$ cat src/design/bvm_pkg.sv
// Shared types, register indexes and voxel constants for the binary volume morphology block.
`default_nettype none

package bvm_pkg;

   localparam int DEF_MAX_X      = 32;
   localparam int DEF_MAX_Y      = 32;
   localparam int DEF_MAX_Z      = 32;
   localparam int DEF_MAX_RADIUS = 3;

   localparam int CSR_IDX_W  = 3;
   localparam int CSR_DATA_W = 6;

   localparam logic [CSR_IDX_W-1:0] REG_MODE   = 3'd0;
   localparam logic [CSR_IDX_W-1:0] REG_RADIUS = 3'd1;
   localparam logic [CSR_IDX_W-1:0] REG_SIZE_X = 3'd2;
   localparam logic [CSR_IDX_W-1:0] REG_SIZE_Y = 3'd3;
   localparam logic [CSR_IDX_W-1:0] REG_SIZE_Z = 3'd4;

   localparam logic       MODE_DILATE  = 1'b0;
   localparam logic [1:0] RADIUS_RESET = 2'd1;
   localparam logic [5:0] SIZE_RESET   = 6'd32;

   localparam logic CMD_LOAD = 1'b0;
   localparam logic CMD_READ = 1'b1;

   localparam logic [7:0] VOX_SET   = 8'hFF;
   localparam logic [7:0] VOX_CLEAR = 8'h00;

   typedef struct packed {
      logic       command;
      logic [7:0] voxel_in;
   } req_type;

   typedef struct packed {
      logic [7:0] voxel_out;
      logic       last;
   } rsp_type;

endpackage

`default_nettype wire

$ cat src/design/bvm_div.sv
// Restoring divider, one quotient bit per cycle, used to split a raster index into coordinates.
`default_nettype none

module bvm_div #(
   parameter int NUM_W = 15,
   parameter int DEN_W = 6
) (
   input  wire logic             clock,
   input  wire logic             reset,
   input  wire logic             start,
   input  wire logic [NUM_W-1:0] num,
   input  wire logic [DEN_W-1:0] den,
   output logic                  done,
   output logic      [NUM_W-1:0] quo,
   output logic      [DEN_W-1:0] rem
);

   localparam int CNT_W = $clog2(NUM_W + 1);

   logic             active_ff, active_in;
   logic             done_ff, done_in;
   logic [CNT_W-1:0] cnt_ff, cnt_in;
   logic [NUM_W-1:0] quo_ff, quo_in;
   logic [DEN_W-1:0] rem_ff, rem_in;
   logic [DEN_W-1:0] den_ff, den_in;
   logic [DEN_W:0]   trial;
   logic [DEN_W:0]   diff;
   logic             fits;

   assign trial = {rem_ff, quo_ff[NUM_W-1]};
   assign diff  = trial - {1'b0, den_ff};
   assign fits  = trial >= {1'b0, den_ff};

   always_comb begin
      active_in = active_ff;
      done_in   = 1'b0;
      cnt_in    = cnt_ff;
      quo_in    = quo_ff;
      rem_in    = rem_ff;
      den_in    = den_ff;
      if (start) begin
         active_in = 1'b1;
         cnt_in    = CNT_W'(NUM_W);
         quo_in    = num;
         rem_in    = '0;
         den_in    = den;
      end else if (active_ff) begin
         rem_in = fits ? diff[DEN_W-1:0] : trial[DEN_W-1:0];
         quo_in = (quo_ff << 1) | NUM_W'(fits);
         cnt_in = cnt_ff - CNT_W'(1);
         if (cnt_ff == CNT_W'(1)) begin
            active_in = 1'b0;
            done_in   = 1'b1;
         end
      end
   end

   always_ff @(posedge clock) begin
      if (reset) begin
         active_ff <= 1'b0;
         done_ff   <= 1'b0;
         cnt_ff    <= '0;
      end else begin
         active_ff <= active_in;
         done_ff   <= done_in;
         cnt_ff    <= cnt_in;
      end
   end

   always_ff @(posedge clock) begin
      quo_ff <= quo_in;
      rem_ff <= rem_in;
      den_ff <= den_in;
   end

   assign done = done_ff;
   assign quo  = quo_ff;
   assign rem  = rem_ff;

endmodule

`default_nettype wire

$ cat src/design/bvm_seq.sv
// Read sequencer: splits the raster index, walks the cube one voxel per cycle, folds the result.
`default_nettype none

module bvm_seq #(
   parameter int MAX_X      = bvm_pkg::DEF_MAX_X,
   parameter int MAX_Y      = bvm_pkg::DEF_MAX_Y,
   parameter int MAX_Z      = bvm_pkg::DEF_MAX_Z,
   parameter int MAX_RADIUS = bvm_pkg::DEF_MAX_RADIUS
) (
   clock, reset, start, start_pos, start_last, erode, radius, sx, sy, sz, sxy,
   busy, mem_re, mem_addr, mem_rdata, res_valid, res_ready, res
);

   localparam int DEPTH = MAX_X * MAX_Y * MAX_Z;
   localparam int AW    = (DEPTH > 1) ? $clog2(DEPTH) : 1;
   localparam int MAXXY = (MAX_X > MAX_Y) ? MAX_X : MAX_Y;
   localparam int MAXD  = (MAXXY > MAX_Z) ? MAXXY : MAX_Z;
   localparam int CW    = $clog2(MAXD + 1);
   localparam int RW    = $clog2(MAX_RADIUS + 1);
   localparam int NW    = ((CW > RW) ? CW : RW) + 2;

   input  wire logic            clock;
   input  wire logic            reset;
   input  wire logic            start;
   input  wire logic [AW-1:0]   start_pos;
   input  wire logic            start_last;
   input  wire logic            erode;
   input  wire logic [RW-1:0]   radius;
   input  wire logic [CW-1:0]   sx;
   input  wire logic [CW-1:0]   sy;
   input  wire logic [CW-1:0]   sz;
   input  wire logic [AW-1:0]   sxy;
   output logic                 busy;
   output logic                 mem_re;
   output logic      [AW-1:0]   mem_addr;
   input  wire logic [7:0]      mem_rdata;
   output logic                 res_valid;
   input  wire logic            res_ready;
   output bvm_pkg::rsp_type     res;

   typedef enum logic [2:0] {
      S_IDLE,
      S_DIV_X,
      S_DIV_Y,
      S_BASE,
      S_SCAN,
      S_LAST,
      S_DONE
   } state_type;

   state_type state_ff, state_in;

   logic [AW-1:0]          pos_ff, pos_in;
   logic                   last_ff, last_in;
   logic                   erode_ff, erode_in;
   logic [RW-1:0]          r_ff, r_in;
   logic [RW-1:0]          cnt_ff, cnt_in;
   logic [AW-1:0]          stride_ff, stride_in;
   logic [CW-1:0]          x_ff, x_in;
   logic [CW-1:0]          y_ff, y_in;
   logic [CW-1:0]          z_ff, z_in;
   logic [AW-1:0]          plane_ff, plane_in;
   logic [AW-1:0]          row_ff, row_in;
   logic [AW-1:0]          addr_ff, addr_in;
   logic signed [NW-1:0]   nx_ff, nx_in;
   logic signed [NW-1:0]   ny_ff, ny_in;
   logic signed [NW-1:0]   nz_ff, nz_in;
   logic signed [NW-1:0]   xlo_ff, xlo_in;
   logic signed [NW-1:0]   ylo_ff, ylo_in;
   logic signed [NW-1:0]   xhi_ff, xhi_in;
   logic signed [NW-1:0]   yhi_ff, yhi_in;
   logic signed [NW-1:0]   zhi_ff, zhi_in;
   logic                   pend_rd_ff, pend_rd_in;
   logic                   pend_out_ff, pend_out_in;
   logic                   hit_ff, hit_in;

   logic                   div_start;
   logic [AW-1:0]          div_num;
   logic [CW-1:0]          div_den;
   logic                   div_done;
   logic [AW-1:0]          div_quo;
   logic [CW-1:0]          div_rem;

   logic signed [NW-1:0]   xs, ys, zs, rs;
   logic signed [NW-1:0]   sxs, sys, szs;
   logic                   in_vol;
   logic                   bad;

   bvm_div #(
      .NUM_W (AW),
      .DEN_W (CW)
   ) u_div (
      .clock (clock),
      .reset (reset),
      .start (div_start),
      .num   (div_num),
      .den   (div_den),
      .done  (div_done),
      .quo   (div_quo),
      .rem   (div_rem)
   );

   assign xs  = $signed(NW'(x_ff));
   assign ys  = $signed(NW'(y_ff));
   assign zs  = $signed(NW'(z_ff));
   assign rs  = $signed(NW'(r_ff));
   assign sxs = $signed(NW'(sx));
   assign sys = $signed(NW'(sy));
   assign szs = $signed(NW'(sz));

   assign in_vol = (nx_ff >= 0) && (ny_ff >= 0) && (nz_ff >= 0) &&
                   (nx_ff < sxs) && (ny_ff < sys) && (nz_ff < szs);

   assign bad = erode_ff ? (pend_out_ff || (pend_rd_ff && (mem_rdata != bvm_pkg::VOX_SET)))
                         : (pend_rd_ff && (mem_rdata != bvm_pkg::VOX_CLEAR));

   assign div_start = ((state_ff == S_IDLE) && start) || ((state_ff == S_DIV_X) && div_done);
   assign div_num   = (state_ff == S_IDLE) ? start_pos : div_quo;
   assign div_den   = (state_ff == S_IDLE) ? sx : sy;

   always_comb begin
      state_in    = state_ff;
      pos_in      = pos_ff;
      last_in     = last_ff;
      erode_in    = erode_ff;
      r_in        = r_ff;
      cnt_in      = cnt_ff;
      stride_in   = stride_ff;
      x_in        = x_ff;
      y_in        = y_ff;
      z_in        = z_ff;
      plane_in    = plane_ff;
      row_in      = row_ff;
      addr_in     = addr_ff;
      nx_in       = nx_ff;
      ny_in       = ny_ff;
      nz_in       = nz_ff;
      xlo_in      = xlo_ff;
      ylo_in      = ylo_ff;
      xhi_in      = xhi_ff;
      yhi_in      = yhi_ff;
      zhi_in      = zhi_ff;
      pend_rd_in  = 1'b0;
      pend_out_in = 1'b0;
      hit_in      = hit_ff | bad;
      case (state_ff)
         S_IDLE: begin
            if (start) begin
               pos_in    = start_pos;
               last_in   = start_last;
               erode_in  = erode;
               r_in      = radius;
               stride_in = sxy + AW'(sx) + AW'(1);
               hit_in    = 1'b0;
               state_in  = S_DIV_X;
            end
         end
         S_DIV_X: begin
            if (div_done) begin
               x_in     = div_rem;
               state_in = S_DIV_Y;
            end
         end
         S_DIV_Y: begin
            if (div_done) begin
               y_in     = div_rem;
               z_in     = div_quo[CW-1:0];
               plane_in = pos_ff;
               cnt_in   = r_ff;
               state_in = S_BASE;
            end
         end
         S_BASE: begin
            if (cnt_ff == '0) begin
               row_in   = plane_ff;
               addr_in  = plane_ff;
               xlo_in   = xs - rs;
               ylo_in   = ys - rs;
               nx_in    = xs - rs;
               ny_in    = ys - rs;
               nz_in    = zs - rs;
               xhi_in   = xs + rs;
               yhi_in   = ys + rs;
               zhi_in   = zs + rs;
               state_in = S_SCAN;
            end else begin
               plane_in = plane_ff - stride_ff;
               cnt_in   = cnt_ff - RW'(1);
            end
         end
         S_SCAN: begin
            pend_rd_in  = in_vol;
            pend_out_in = !in_vol;
            if (nx_ff != xhi_ff) begin
               nx_in   = nx_ff + NW'(1);
               addr_in = addr_ff + AW'(1);
            end else if (ny_ff != yhi_ff) begin
               nx_in   = xlo_ff;
               ny_in   = ny_ff + NW'(1);
               row_in  = row_ff + AW'(sx);
               addr_in = row_ff + AW'(sx);
            end else if (nz_ff != zhi_ff) begin
               nx_in    = xlo_ff;
               ny_in    = ylo_ff;
               nz_in    = nz_ff + NW'(1);
               plane_in = plane_ff + sxy;
               row_in   = plane_ff + sxy;
               addr_in  = plane_ff + sxy;
            end else begin
               state_in = S_LAST;
            end
         end
         S_LAST: begin
            state_in = S_DONE;
         end
         S_DONE: begin
            if (res_ready) begin
               state_in = S_IDLE;
            end
         end
         default: begin
            state_in = S_IDLE;
         end
      endcase
   end

   always_ff @(posedge clock) begin
      if (reset) begin
         state_ff    <= S_IDLE;
         pend_rd_ff  <= 1'b0;
         pend_out_ff <= 1'b0;
      end else begin
         state_ff    <= state_in;
         pend_rd_ff  <= pend_rd_in;
         pend_out_ff <= pend_out_in;
      end
      pos_ff    <= pos_in;
      last_ff   <= last_in;
      erode_ff  <= erode_in;
      r_ff      <= r_in;
      cnt_ff    <= cnt_in;
      stride_ff <= stride_in;
      x_ff      <= x_in;
      y_ff      <= y_in;
      z_ff      <= z_in;
      plane_ff  <= plane_in;
      row_ff    <= row_in;
      addr_ff   <= addr_in;
      nx_ff     <= nx_in;
      ny_ff     <= ny_in;
      nz_ff     <= nz_in;
      xlo_ff    <= xlo_in;
      ylo_ff    <= ylo_in;
      xhi_ff    <= xhi_in;
      yhi_ff    <= yhi_in;
      zhi_ff    <= zhi_in;
      hit_ff    <= hit_in;
   end

   assign busy      = state_ff != S_IDLE;
   assign mem_re    = (state_ff == S_SCAN) && in_vol;
   assign mem_addr  = addr_ff;
   assign res_valid = state_ff == S_DONE;

   always_comb begin
      res.last = last_ff;
      if (erode_ff) begin
         res.voxel_out = hit_ff ? bvm_pkg::VOX_CLEAR : bvm_pkg::VOX_SET;
      end else begin
         res.voxel_out = hit_ff ? bvm_pkg::VOX_SET : bvm_pkg::VOX_CLEAR;
      end
   end

endmodule

`default_nettype wire

$ cat config.mk
export PLATFORM = sky130hd
export DESIGN_NAME = bvm_seq
export DESIGN_NICKNAME = d
export VERILOG_FILES = /design/src/design/bvm_pkg.sv /design/src/design/bvm_div.sv /design/src/design/bvm_seq.sv
export SDC_FILE = /design/constraint.sdc
export NUM_CORES = 1
export LEC_CHECK = 0
export BUFFER_PORTS_ARGS = -buffer_cell sky130_fd_sc_hd__buf_2
export CAP_MARGIN = 15
export CORE_MARGIN = 3
export CORE_UTILIZATION = 33
export CTS_BUF_LIST = sky130_fd_sc_hd__clkbuf_8
export CTS_CLUSTER_SIZE = 20
export DETAILED_ROUTE_END_ITERATION = 8
export GPL_TIMING_DRIVEN = 0
export SLEW_MARGIN = 20
export SYNTH_ARGS = -nofsm -noshare
export SYNTH_HDL_FRONTEND = slang
export SYNTH_HIERARCHICAL = 1
export SYNTH_SLANG_ARGS = --single-unit
$ cat constraint.sdc
create_clock -name clock -period 5.2 [get_ports clock]
set_clock_uncertainty 0.05 [all_clocks]
set_input_delay 0.52 -clock clock [delete_from_list [all_inputs] [get_ports clock]]
set_output_delay 0.52 -clock clock [all_outputs]
set_load 0.1 [all_outputs]
==> flow_metrics.py, run 1 <==
metrics = {
    "synth": {
        "syn_area_um2": 12400,
        "synth_top_area_cell": "edfxtp_1",
        "netlist_top_cells_count": "edfxtp_1, nor2_1, nand2_1",
        "yosysMostFrequentCell": "edfxtp_1",
        "synth_edf_count": 177,
        "syn_area_per_cell_um2": 10.4,
        "netlist.area_leader.share": 0.430,
        "synth_area_leaders": "edfxtp_1, ha_1, xor2_1",
        "syn_nets": 1350,
        "synth_seq_cells": 195,
        "yosysSeqAreaShare": 0.459,
        "synth-main-ff-cell": "edfxtp_1",
        "yosys_warnings": 6,
        "syn_inst": 1191,
        "ys_async_sr_fraction": 0,
        "yosysUniqueCellTypes": 70,
    },
    "power": {
        "irDropWorstVdd_uv": 178,
        "p_leak_nw": 5.53,
        "p_per_area_nw_per_um2": 302,
    },
    "worst_setup_path": {
        "cp_top_family": "buffers and inverters",
        "cp_cell_sequence": "clkbuf_1 -> or3b_2 -> clkbuf_1 -> clkbuf_1 -> nor4_1 -> buf_2",
        "cp_max_fo": 10,
        "path_class": "reg2out",
        "endpoint_kind": "output pin",
        "startpoint_type": "register",
        "crit_path_frequent_cell": "clkbuf_1",
        "max_stage_delay_ns": 0.49,
        "crit_arrival_ns": 3.18,
        "path_buf_inv": 4,
        "required_ns": 4.63,
        "slowest_stage": "or3b_2",
    },
    "finish": {
        "final_cells": 1783,
        "diodes": 0,
        "register_area_um2": 5680,
        "fill_cells": 3652,
        "drive_gt1_frac": 0.145,
        "syn2layout_area_growth_pct": 12.3,
        "final_area_um2": 13900,
        "multiInputGateArea_um2": 6180,
        "fin_nets": 1461,
    },
    "outcome": {
        "status": "complete, no violations",
    },
    "drt": {
        "antenna_left": 0,
        "routedWlPerCell_um": 18.7,
        "drt_iter0_drc": 836,
        "wirelength_um": 33300,
        "first_pass_iters": 5,
        "vias": 9197,
        "drc": 0,
        "vias_per_cell": 5.16,
    },
    "floorplanning": {
        "core_um2": 36800,
        "num_rows": 70,
        "start_util": 0.336,
        "die_area_um2": 39800,
        "ios": 91,
        "die_x_um": 200,
        "dieHeight_um": 200,
    },
    "sta": {
        "fmax_mhz": 267,
        "setup_viol": 0,
        "layout_setup_ws_ns": 1.45,
        "finalMaxSlewViolations": 0,
        "hold_viol": 0,
        "relSlewSlack": 0.314,
        "setup_tns_ns": 0,
        "finalCritPeriodShare": 0.721,
        "post-route-min-period_ns": 3.75,
        "rsz0062_at_grt": "false",
        "worst_pin_slew_ns": 1.03,
        "holdWs_ns": 0.155,
    },
    "hold_path": {
        "hp-class": "in2reg",
    },
    "global_routing": {
        "met3_usage": 0.0344,
        "grt_max_degree": 35,
        "grt_pass1_vias": 8990,
        "grt_pass1_wl_um": 51000,
        "antenna_found_initial": 4,
        "grt-ovfl-total": 0,
        "track_usage": 0.167,
        "grtUsageMet1": 0.228,
        "met2_usage": 0.272,
        "grt_busiest_layer": "met2",
    },
    "placement": {
        "placed_area_um2": 13500,
        "gp_congestion": 0.886,
        "place_hpwl_um": 25700,
        "dpl.cell_count": 1751,
        "dp_slack_ns": 1.70,
        "port_buffers": 90,
    },
    "clock_tree": {
        "cts_hold_buf": 0,
        "post_cts_buffers": 0,
        "worstSkewPairLatency_ns": 0.49,
        "path_clk_slew_ns": 0.12,
        "cts_max_path_buffers": 2,
        "cts_sinks": 195,
        "cts-htree-levels": 4,
        "post_cts_resized": 0,
        "cts-root-buf": "clkbuf_8",
        "tritoncts": "yes",
        "cts_buffers": 17,
    },
    "job": {
        "drv_cap": 0,
    },
}
==> routing by layer <==
metal / wire, um / part of all wire
met1: 15300 / 0.46
met5: 48 / 0.0014
met3: 1940 / 0.058
met4: 636 / 0.019
met2: 15400 / 0.46
==> cells by family (layout without fill, tap and decap cells) <==
kind of cell             count (synthesis)  after routing  share of synthesized area
AO/OA/AOI/OAI                          257            257                      0.132
buffers and inverters                  128            252                     0.0421
AND/OR/NAND/NOR                        341            341                      0.131
adder cells (fa/ha/maj)                 95             95                      0.103
XOR/XNOR                               128            128                     0.0913
multiplexers                            47             47                     0.0421
flip-flops                             195            195                      0.459
==> per-stage QoR <==
| step | utilization | power, mW |
|---|---|---|
| 4_1_cts | 0.377 | 4.22 |
| 6_report | 0.377 | 4.19 |
| 2_1_floorplan | - | 2.86 |
| 5_1_grt | 0.377 | 4.42 |
| 3_3_place_gp | 0.364 | 3.13 |
| 3_5_place_dp | 0.366 | 3.16 |
==> area by class of cell <==
type / instances / share of cell area
flip-flops and latches: 195 / 0.409
well taps: 468 / 0.0422
plain buffers: 45 / 0.0151
inverters: 83 / 0.0224
repair buffers: 92 / 0.0359
clock buffers: 18 / 0.0178
clock inverters: 14 / 0.0122
multi-input cells: 868 / 0.446
==> worst paths after layout <==
kind	startpoint	endpoint	cells after the start	slack (ns)
max reg2reg	state_ff[0]$_SDFFE_PP0P_	u_div/quo[12]$_DFFE_PP_	7	1.75
min	start_last	last_ff$_DFFE_PP_	1	0.15
min reg2reg	u_div/quo[3]$_DFFE_PP_	z_ff[3]$_DFFE_PP_	0	0.45
max	state_ff[2]$_SDFFE_PP0P_	mem_re	6	1.45
==> placed cells by master (no fill, tap or decap), types with 5 or more instances in the layout <==
master and instances:
edfxtp_1 177, nor2_1 105, nand2_1 103, buf_2 92, ha_1 84, inv_1 82, o21ai_0 78, xor2_1 72
a21oi_1 59, xnor2_1 55, mux2_2 36, clkbuf_1 32, nand3_1 32, a21o_1 22, clkbuf_8 18, dfxtp_1 18
a211oi_1 17, nor2b_1 16, nor3_1 13, o21a_1 12, nand2b_1 12, o211ai_1 12, and3_1 11, fa_1 11
mux2i_1 10, nor4_1 9, a22oi_1 8, buf_4 8, and2_1 7, o221ai_1 6, nand4_1 6, o31ai_1 5
a31oi_1 5, a221o_1 5, o21ai_1 5
==> sequential cells by signal, summed over array words and instances, names as in the netlist, 4 cells and up <==
register / count
mem_addr: 15
plane_ff: 15
pos_ff: 15
row_ff: 15
stride_ff: 15
u_div/quo: 15
nx_ff: 8
ny_ff: 8
nz_ff: 8
xhi_ff: 7
yhi_ff: 7
zhi_ff: 7
u_div/den_ff: 6
u_div/rem: 6
x_ff: 6
xlo_ff: 6
y_ff: 6
ylo_ff: 6
z_ff: 6
u_div/cnt_ff: 4
==> power breakdown <==
part | switching (mW) | total [mW] | internal (mW)
logic | 0.655 | 1.12 | 0.467
registers | 0.105 | 2.01 | 1.91
clock network | 0.604 | 1.06 | 0.457
(Power assumes the default switching activity.)
==> run 2: changes to the inputs <==
clock period = 3.4 ns   (was 5.2 ns; I/O delays follow)
==> run 2 against run 1 <==
Against the previous run: non-clock buffer count increased by 18; cell count rose by 1.1%; critical path depth decreased by 1; sequential power rose by 53%; utilization increased by 0.45 points; wire length decreased by 1.6%; sequential share of layout area shrank 0.48 points; register-to-register slack lost 1.5 ns; worst setup slack worse by 1.2 ns; die area is the same; largest power group unchanged; highest routed layer is now met4.
==> flow_metrics.py, run 2 (same netlist as run 1, synthesis figures left out) <==
metrics = {
    "outcome": {
        "status": "complete, no violations",
    },
    "finish": {
        "fin_nets": 1479,
        "multiInputGateArea_um2": 6210,
        "register_area_um2": 5680,
        "drive_gt1_frac": 0.149,
        "fill_cells": 3638,
        "syn2layout_area_growth_pct": 13.6,
        "final_cell_mix": "edfxtp_1, nor2_1, nand2_1",
        "final_common_cell": "edfxtp_1",
    },
    "drt": {
        "wirelength_um": 32800,
        "routedWlPerCell_um": 18.2,
        "first_pass_iters": 5,
        "drc": 0,
        "vias_per_cell": 5.06,
        "vias": 9120,
        "antenna_left": 0,
        "drt_iter0_drc": 685,
    },
    "global_routing": {
        "track_usage": 0.165,
        "grt-ovfl-total": 0,
        "grt_pass1_vias": 8993,
        "grt_max_degree": 35,
        "grt_pass1_wl_um": 50400,
        "antenna_found_initial": 0,
    },
    "clock_tree": {
        "post_cts_buffers": 0,
        "cts_sinks": 195,
        "worstSkewPairLatency_ns": 0.49,
        "cts-htree-levels": 4,
        "path_clk_slew_ns": 0.11,
        "cts_buffers": 17,
        "cts_max_path_buffers": 2,
        "cts-root-buf": "clkbuf_8",
        "tritoncts": "yes",
    },
    "floorplanning": {
        "die_x_um": 200,
        "die_area_um2": 39800,
        "start_util": 0.336,
        "core_um2": 36800,
        "ios": 91,
        "dieHeight_um": 200,
        "num_rows": 70,
    },
    "worst_setup_path": {
        "ff2ff_setup_slack_ns": 0.25,
        "cp.depth": 5,
        "cp_max_fo": 10,
        "path_buf_inv": 3,
        "crit_arrival_ns": 2.77,
        "ff2ff_path_depth": 6,
        "required_ns": 3.01,
        "max_stage_delay_ns": 0.55,
        "endpoint_kind": "output pin",
        "cp_top_family": "buffers and inverters",
        "slowest_stage": "dfxtp_1",
        "cp_cell_sequence": "or3b_2 -> clkbuf_1 -> clkbuf_2 -> nor4_2 -> buf_4",
        "startpoint_type": "register",
        "path_class": "reg2out",
    },
    "power": {
        "power.total_mw": 6.24,
        "p_seq_frac": 0.491,
        "comb_power_share": 0.276,
        "irDropWorstVdd_uv": 253,
        "p_sw_mw": 2.07,
        "p_int_mw": 4.18,
        "p_leak_nw": 5.60,
        "p_per_area_nw_per_um2": 445,
        "switching_share": 0.331,
        "clock_power_share": 0.233,
    },
    "hold_path": {
        "hp-class": "in2reg",
        "worstHoldPathCells": 4,
    },
    "sta": {
        "relSlewSlack": 0.362,
        "post-route-min-period_ns": 3.16,
        "worst_pin_slew_ns": 0.958,
        "finalMaxSlewViolations": 0,
        "setup_viol": 0,
        "hold_viol": 0,
        "finalCritPeriodShare": 0.929,
        "fmax_mhz": 317,
        "holdWs_ns": 0.135,
    },
    "placement": {
        "port_buffers": 90,
        "gp_congestion": 0.885,
        "place_hpwl_um": 25500,
    },
    "job": {
        "drv_cap": 0,
    },
}
-- run 2: cell types whose count changed in the layout (fill, tap and decap cells not counted), moves of 2 or more --
cell / previous run / this run
bufinv_16: 2 / 0
clkbuf_1: 32 / 28
clkbuf_2: 0 / 3
clkinv_4: 2 / 5
dlygate4sd3_1: 0 / 19
-- run 2: cell type report --
cell class / count / area share
antenna: 1 / 0.000178
buffer: 44 / 0.0149
clock buffer: 17 / 0.0167
clock inverter: 15 / 0.00900
inverter: 83 / 0.0222
multi-input combinational: 868 / 0.442
sequential: 195 / 0.404
tap: 468 / 0.0417
timing repair buffer: 111 / 0.0492
-- run 2: power groups by stage --
stage	sequential, mW	clock (mW)	combinational (mW)
after detailed placement	3.12	0	1.69
after global placement	3.12	0	1.66
after floorplan	3.07	0	1.30
after CTS	3.07	1.49	1.73
final	3.07	1.45	1.72
after global routing	3.10	1.58	1.92
-- run 2: stage by stage --
stage	TNS, ns	util	area [um^2]	std cells	setup slack [ns]
after CTS	0	0.381	14000	1802	0.0264
after floorplan	-0.0637	-	12400	1191	-0.0637
after global placement	-71.14	0.364	13400	1749	-1.24
after global routing	-0.00568	0.382	14000	1801	-0.00555
final	0	0.382	14000	1802	0.241
after detailed placement	-1.79	0.366	13500	1751	-0.0569
-- run 2: routing by layer --
metal  vias up  track usage  routed length [um]
li1       4518            -                   -
met1      4316        0.232               15500
met2       237        0.259               14700
met3        49       0.0226                1430
met4         0       0.0657                1100
met5         -            0                   0
-- run 2: final timing paths --
check                           start                  endpoint
max          state_ff[2]$_SDFFE_PP0P_                    mem_re
min                         res_ready  state_ff[2]$_SDFFE_PP0P_
max reg2reg        ny_ff[3]$_DFFE_PP_    mem_addr[11]$_DFFE_PP_
min reg2reg    u_div/quo[3]$_DFFE_PP_         z_ff[3]$_DFFE_PP_
-- run 2: worst register-to-register path: cells and delay by family, from the launching register on --
family | cells | cell delay (ns)
and+or+nand+nor | 4 | 1.62
DFF | 1 | 0.53
AOI/OAI and AO/OA | 1 | 0.35
xor gates and xnor gates | 1 | 0.22
-- run 2: what timing repair did --
item | 4_1_cts | 5_1_grt
gates cloned | 0 | 0
hold buffers | 19 | 0
resized for setup | 4 | 7
setup endpoints to repair | 39 | 59
hold endpoints to repair | 19 | 0
==> run 3: changes to the inputs <==
SYNTH_HIERARCHICAL = not set   (was 1)
==> run 3 against run 2 <==
Against the previous run: sequential power grew 1%; wire length rose by 2.8%; largest power group unchanged; non-clock buffer count is 3 higher; worst hold slack got worse by 0.11 ns; clock power rose by 3%; combinational power rose by 5%; first-iteration DRC count up 8.5%; highest routed layer unchanged.
==> flow_metrics.py, run 3 <==
metrics = {
    "synth": {
        "syn_inst": 1219,
        "yosysSeqAreaShare": 0.462,
        "synth_top_area_cell": "edfxtp_1",
        "syn_nets": 1377,
        "yosysUniqueCellTypes": 67,
        "syn_area_per_cell_um2": 10.1,
        "yosysMostFrequentCell": "edfxtp_1",
        "netlist.area_leader.share": 0.433,
        "synth-main-ff-cell": "edfxtp_1",
        "netlist_top_cells_count": "edfxtp_1, nand2_1, inv_1, nor2_1, ha_1",
        "yosys_warnings": 0,
        "synth_seq_cells": 195,
        "synth_area_leaders": "edfxtp_1, ha_1, xor2_1",
        "ys_async_sr_fraction": 0,
        "syn_area_um2": 12300,
        "synth_edf_count": 177,
    },
    "clock_tree": {
        "cts-htree-levels": 4,
        "worstSkewPairLatency_ns": 0.49,
        "cts_max_path_buffers": 2,
        "cts_buffers": 17,
        "tritoncts": "yes",
        "cts-root-buf": "clkbuf_8",
        "path_clk_slew_ns": 0.11,
        "cts_sinks": 195,
    },
    "worst_setup_path": {
        "slowest_stage": "buf_2",
        "required_ns": 3.01,
        "max_stage_delay_ns": 0.46,
        "timing.rr.start": "plane_ff[4]$_DFFE_PP_",
        "crit_start": "state_ff[2]$_SDFFE_PP0P_",
        "cp_max_fo": 10,
        "path_class": "reg2out",
        "cp_cell_sequence": "clkbuf_1 -> nand2_1 -> clkbuf_1 -> clkbuf_2 -> nor4_2 -> buf_2",
        "endpoint_kind": "output pin",
        "startpoint_type": "register",
        "crit_path_frequent_cell": "clkbuf_1",
        "crit_arrival_ns": 2.79,
    },
    "floorplanning": {
        "start_util": 0.335,
        "die_area_um2": 39600,
        "num_rows": 70,
        "ios": 91,
        "dieHeight_um": 199,
        "die_x_um": 199,
        "core_um2": 36600,
    },
    "finish": {
        "final_util": 0.382,
        "final_area_um2": 14000,
        "syn2layout_area_growth_pct": 13.8,
        "final_common_cell": "edfxtp_1",
        "fin_nets": 1508,
        "multiInputGateArea_um2": 6070,
        "final_cell_mix": "edfxtp_1, nand2_1, inv_1",
        "register_area_um2": 5680,
        "fill_cells": 3637,
        "diodes": 0,
        "final_cells": 1831,
        "drive_gt1_frac": 0.129,
    },
    "sta": {
        "hold_viol": 0,
        "holdWs_ns": 0.0265,
        "setup_viol": 0,
        "relSlewSlack": 0.306,
        "layout_setup_ws_ns": 0.223,
        "finalCritPeriodShare": 0.934,
        "worst_pin_slew_ns": 1.04,
        "finalMaxSlewViolations": 0,
        "fmax_mhz": 315,
        "post-route-min-period_ns": 3.18,
        "rsz0062_at_grt": "false",
    },
    "global_routing": {
        "grt_pass1_vias": 9171,
        "grt_max_degree": 35,
        "track_usage": 0.171,
        "antenna_found_initial": 0,
        "grt-ovfl-total": 0,
        "grt_pass1_wl_um": 52000,
    },
    "placement": {
        "placed_area_um2": 13400,
        "port_buffers": 90,
        "dp_slack_ns": 0.347,
        "place_hpwl_um": 26200,
        "dpl.cell_count": 1781,
        "gp_congestion": 0.892,
    },
    "drt": {
        "antenna_left": 0,
        "drc": 0,
        "vias_per_cell": 5.14,
        "drt_iter0_drc": 743,
        "routedWlPerCell_um": 18.4,
        "first_pass_iters": 5,
        "wirelength_um": 33700,
        "vias": 9410,
    },
    "outcome": {
        "status": "complete, no violations",
    },
    "job": {
        "drv_cap": 0,
    },
    "power": {
        "irDropWorstVdd_uv": 290,
        "p_per_area_nw_per_um2": 459,
        "p_leak_nw": 5.72,
    },
    "hold_path": {
        "hp-class": "in2reg",
        "hold_start": "start_pos[8]",
    },
}
## run 3: changes by cell type in the layout (fill, tap and decap cells not counted), moves of 9 or more
cell      change
nand2_1      +45
o21a_1        -9
a21oi_1      +11
mux2_2       -28
a211oi_1      -9
inv_1        +14
nor2_1       -10
## run 3: cell type report
cell class	instances	share of cell area
multi-input cells	881	0.434
repair buffers	112	0.0495
flip-flops and latches	195	0.406
inverters	97	0.0261
clock buffers	17	0.0167
clock inverters	15	0.0104
plain buffers	46	0.0147
well taps	468	0.0419
## run 3: worst max-delay path: cells and delay by family (launching register included)
kind / cells / cell delay [ns]
buf+inv: 4 / 1.49
flops: 1 / 0.34
simple gates: 2 / 0.47
## run 3: final timing paths
path                             to  slack (ns)  cells after the start
max                          mem_re        0.22                      6
min reg2reg       z_ff[3]$_DFFE_PP_        0.41                      0
min             pos_ff[8]$_DFFE_PP_        0.03                      1
max reg2reg  mem_addr[11]$_DFFE_PP_        0.41                      8
## run 3: where the power goes
group          switching [mW]  total, mW  leakage (nW)  internal (mW)
logic                    1.13       1.81          3.74          0.673
clock network           0.947       1.49         0.197          0.545
registers               0.166       3.11          1.79           2.95
total                    2.25       6.41          5.72           4.17
## run 3: kinds of logic (layout without fill, tap and decap cells)
family,after synthesis,after routing,synth area share
muxes,23,23,0.0196
and+or+nand+nor,375,375,0.143
adders and majority gates,94,94,0.103
buffers and inverters,143,287,0.0463
AOI/OAI and AO/OA,264,264,0.138
DFF,195,195,0.462
xor gates and xnor gates,125,125,0.0892
## run 3: metrics by stage
step                      power, mW  setup TNS, ns
after floorplan                4.44        -0.0201
after global placement         4.89         -11.86
after detailed placement       4.95              0
after CTS                      6.45              0
after global routing           6.78              0
final                          6.41              0
## run 3: what timing repair did
| action | 4_1_cts | 5_1_grt |
|---|---|---|
| gates resized for setup | 0 | 2 |
| setup buffers | 0 | 0 |
| hold buffers | 17 | 1 |
| setup endpoints to repair | 0 | 1 |
| hold endpoints to repair | 17 | 1 |
## run 3: metal layers
layer	vias to the layer above	track usage	share of wire
li1	4586	-	-
met1	4503	0.243	0.48
met2	281	0.271	0.45
met3	40	0.0256	0.050
met4	0	0.0510	0.022
met5	-	0	0
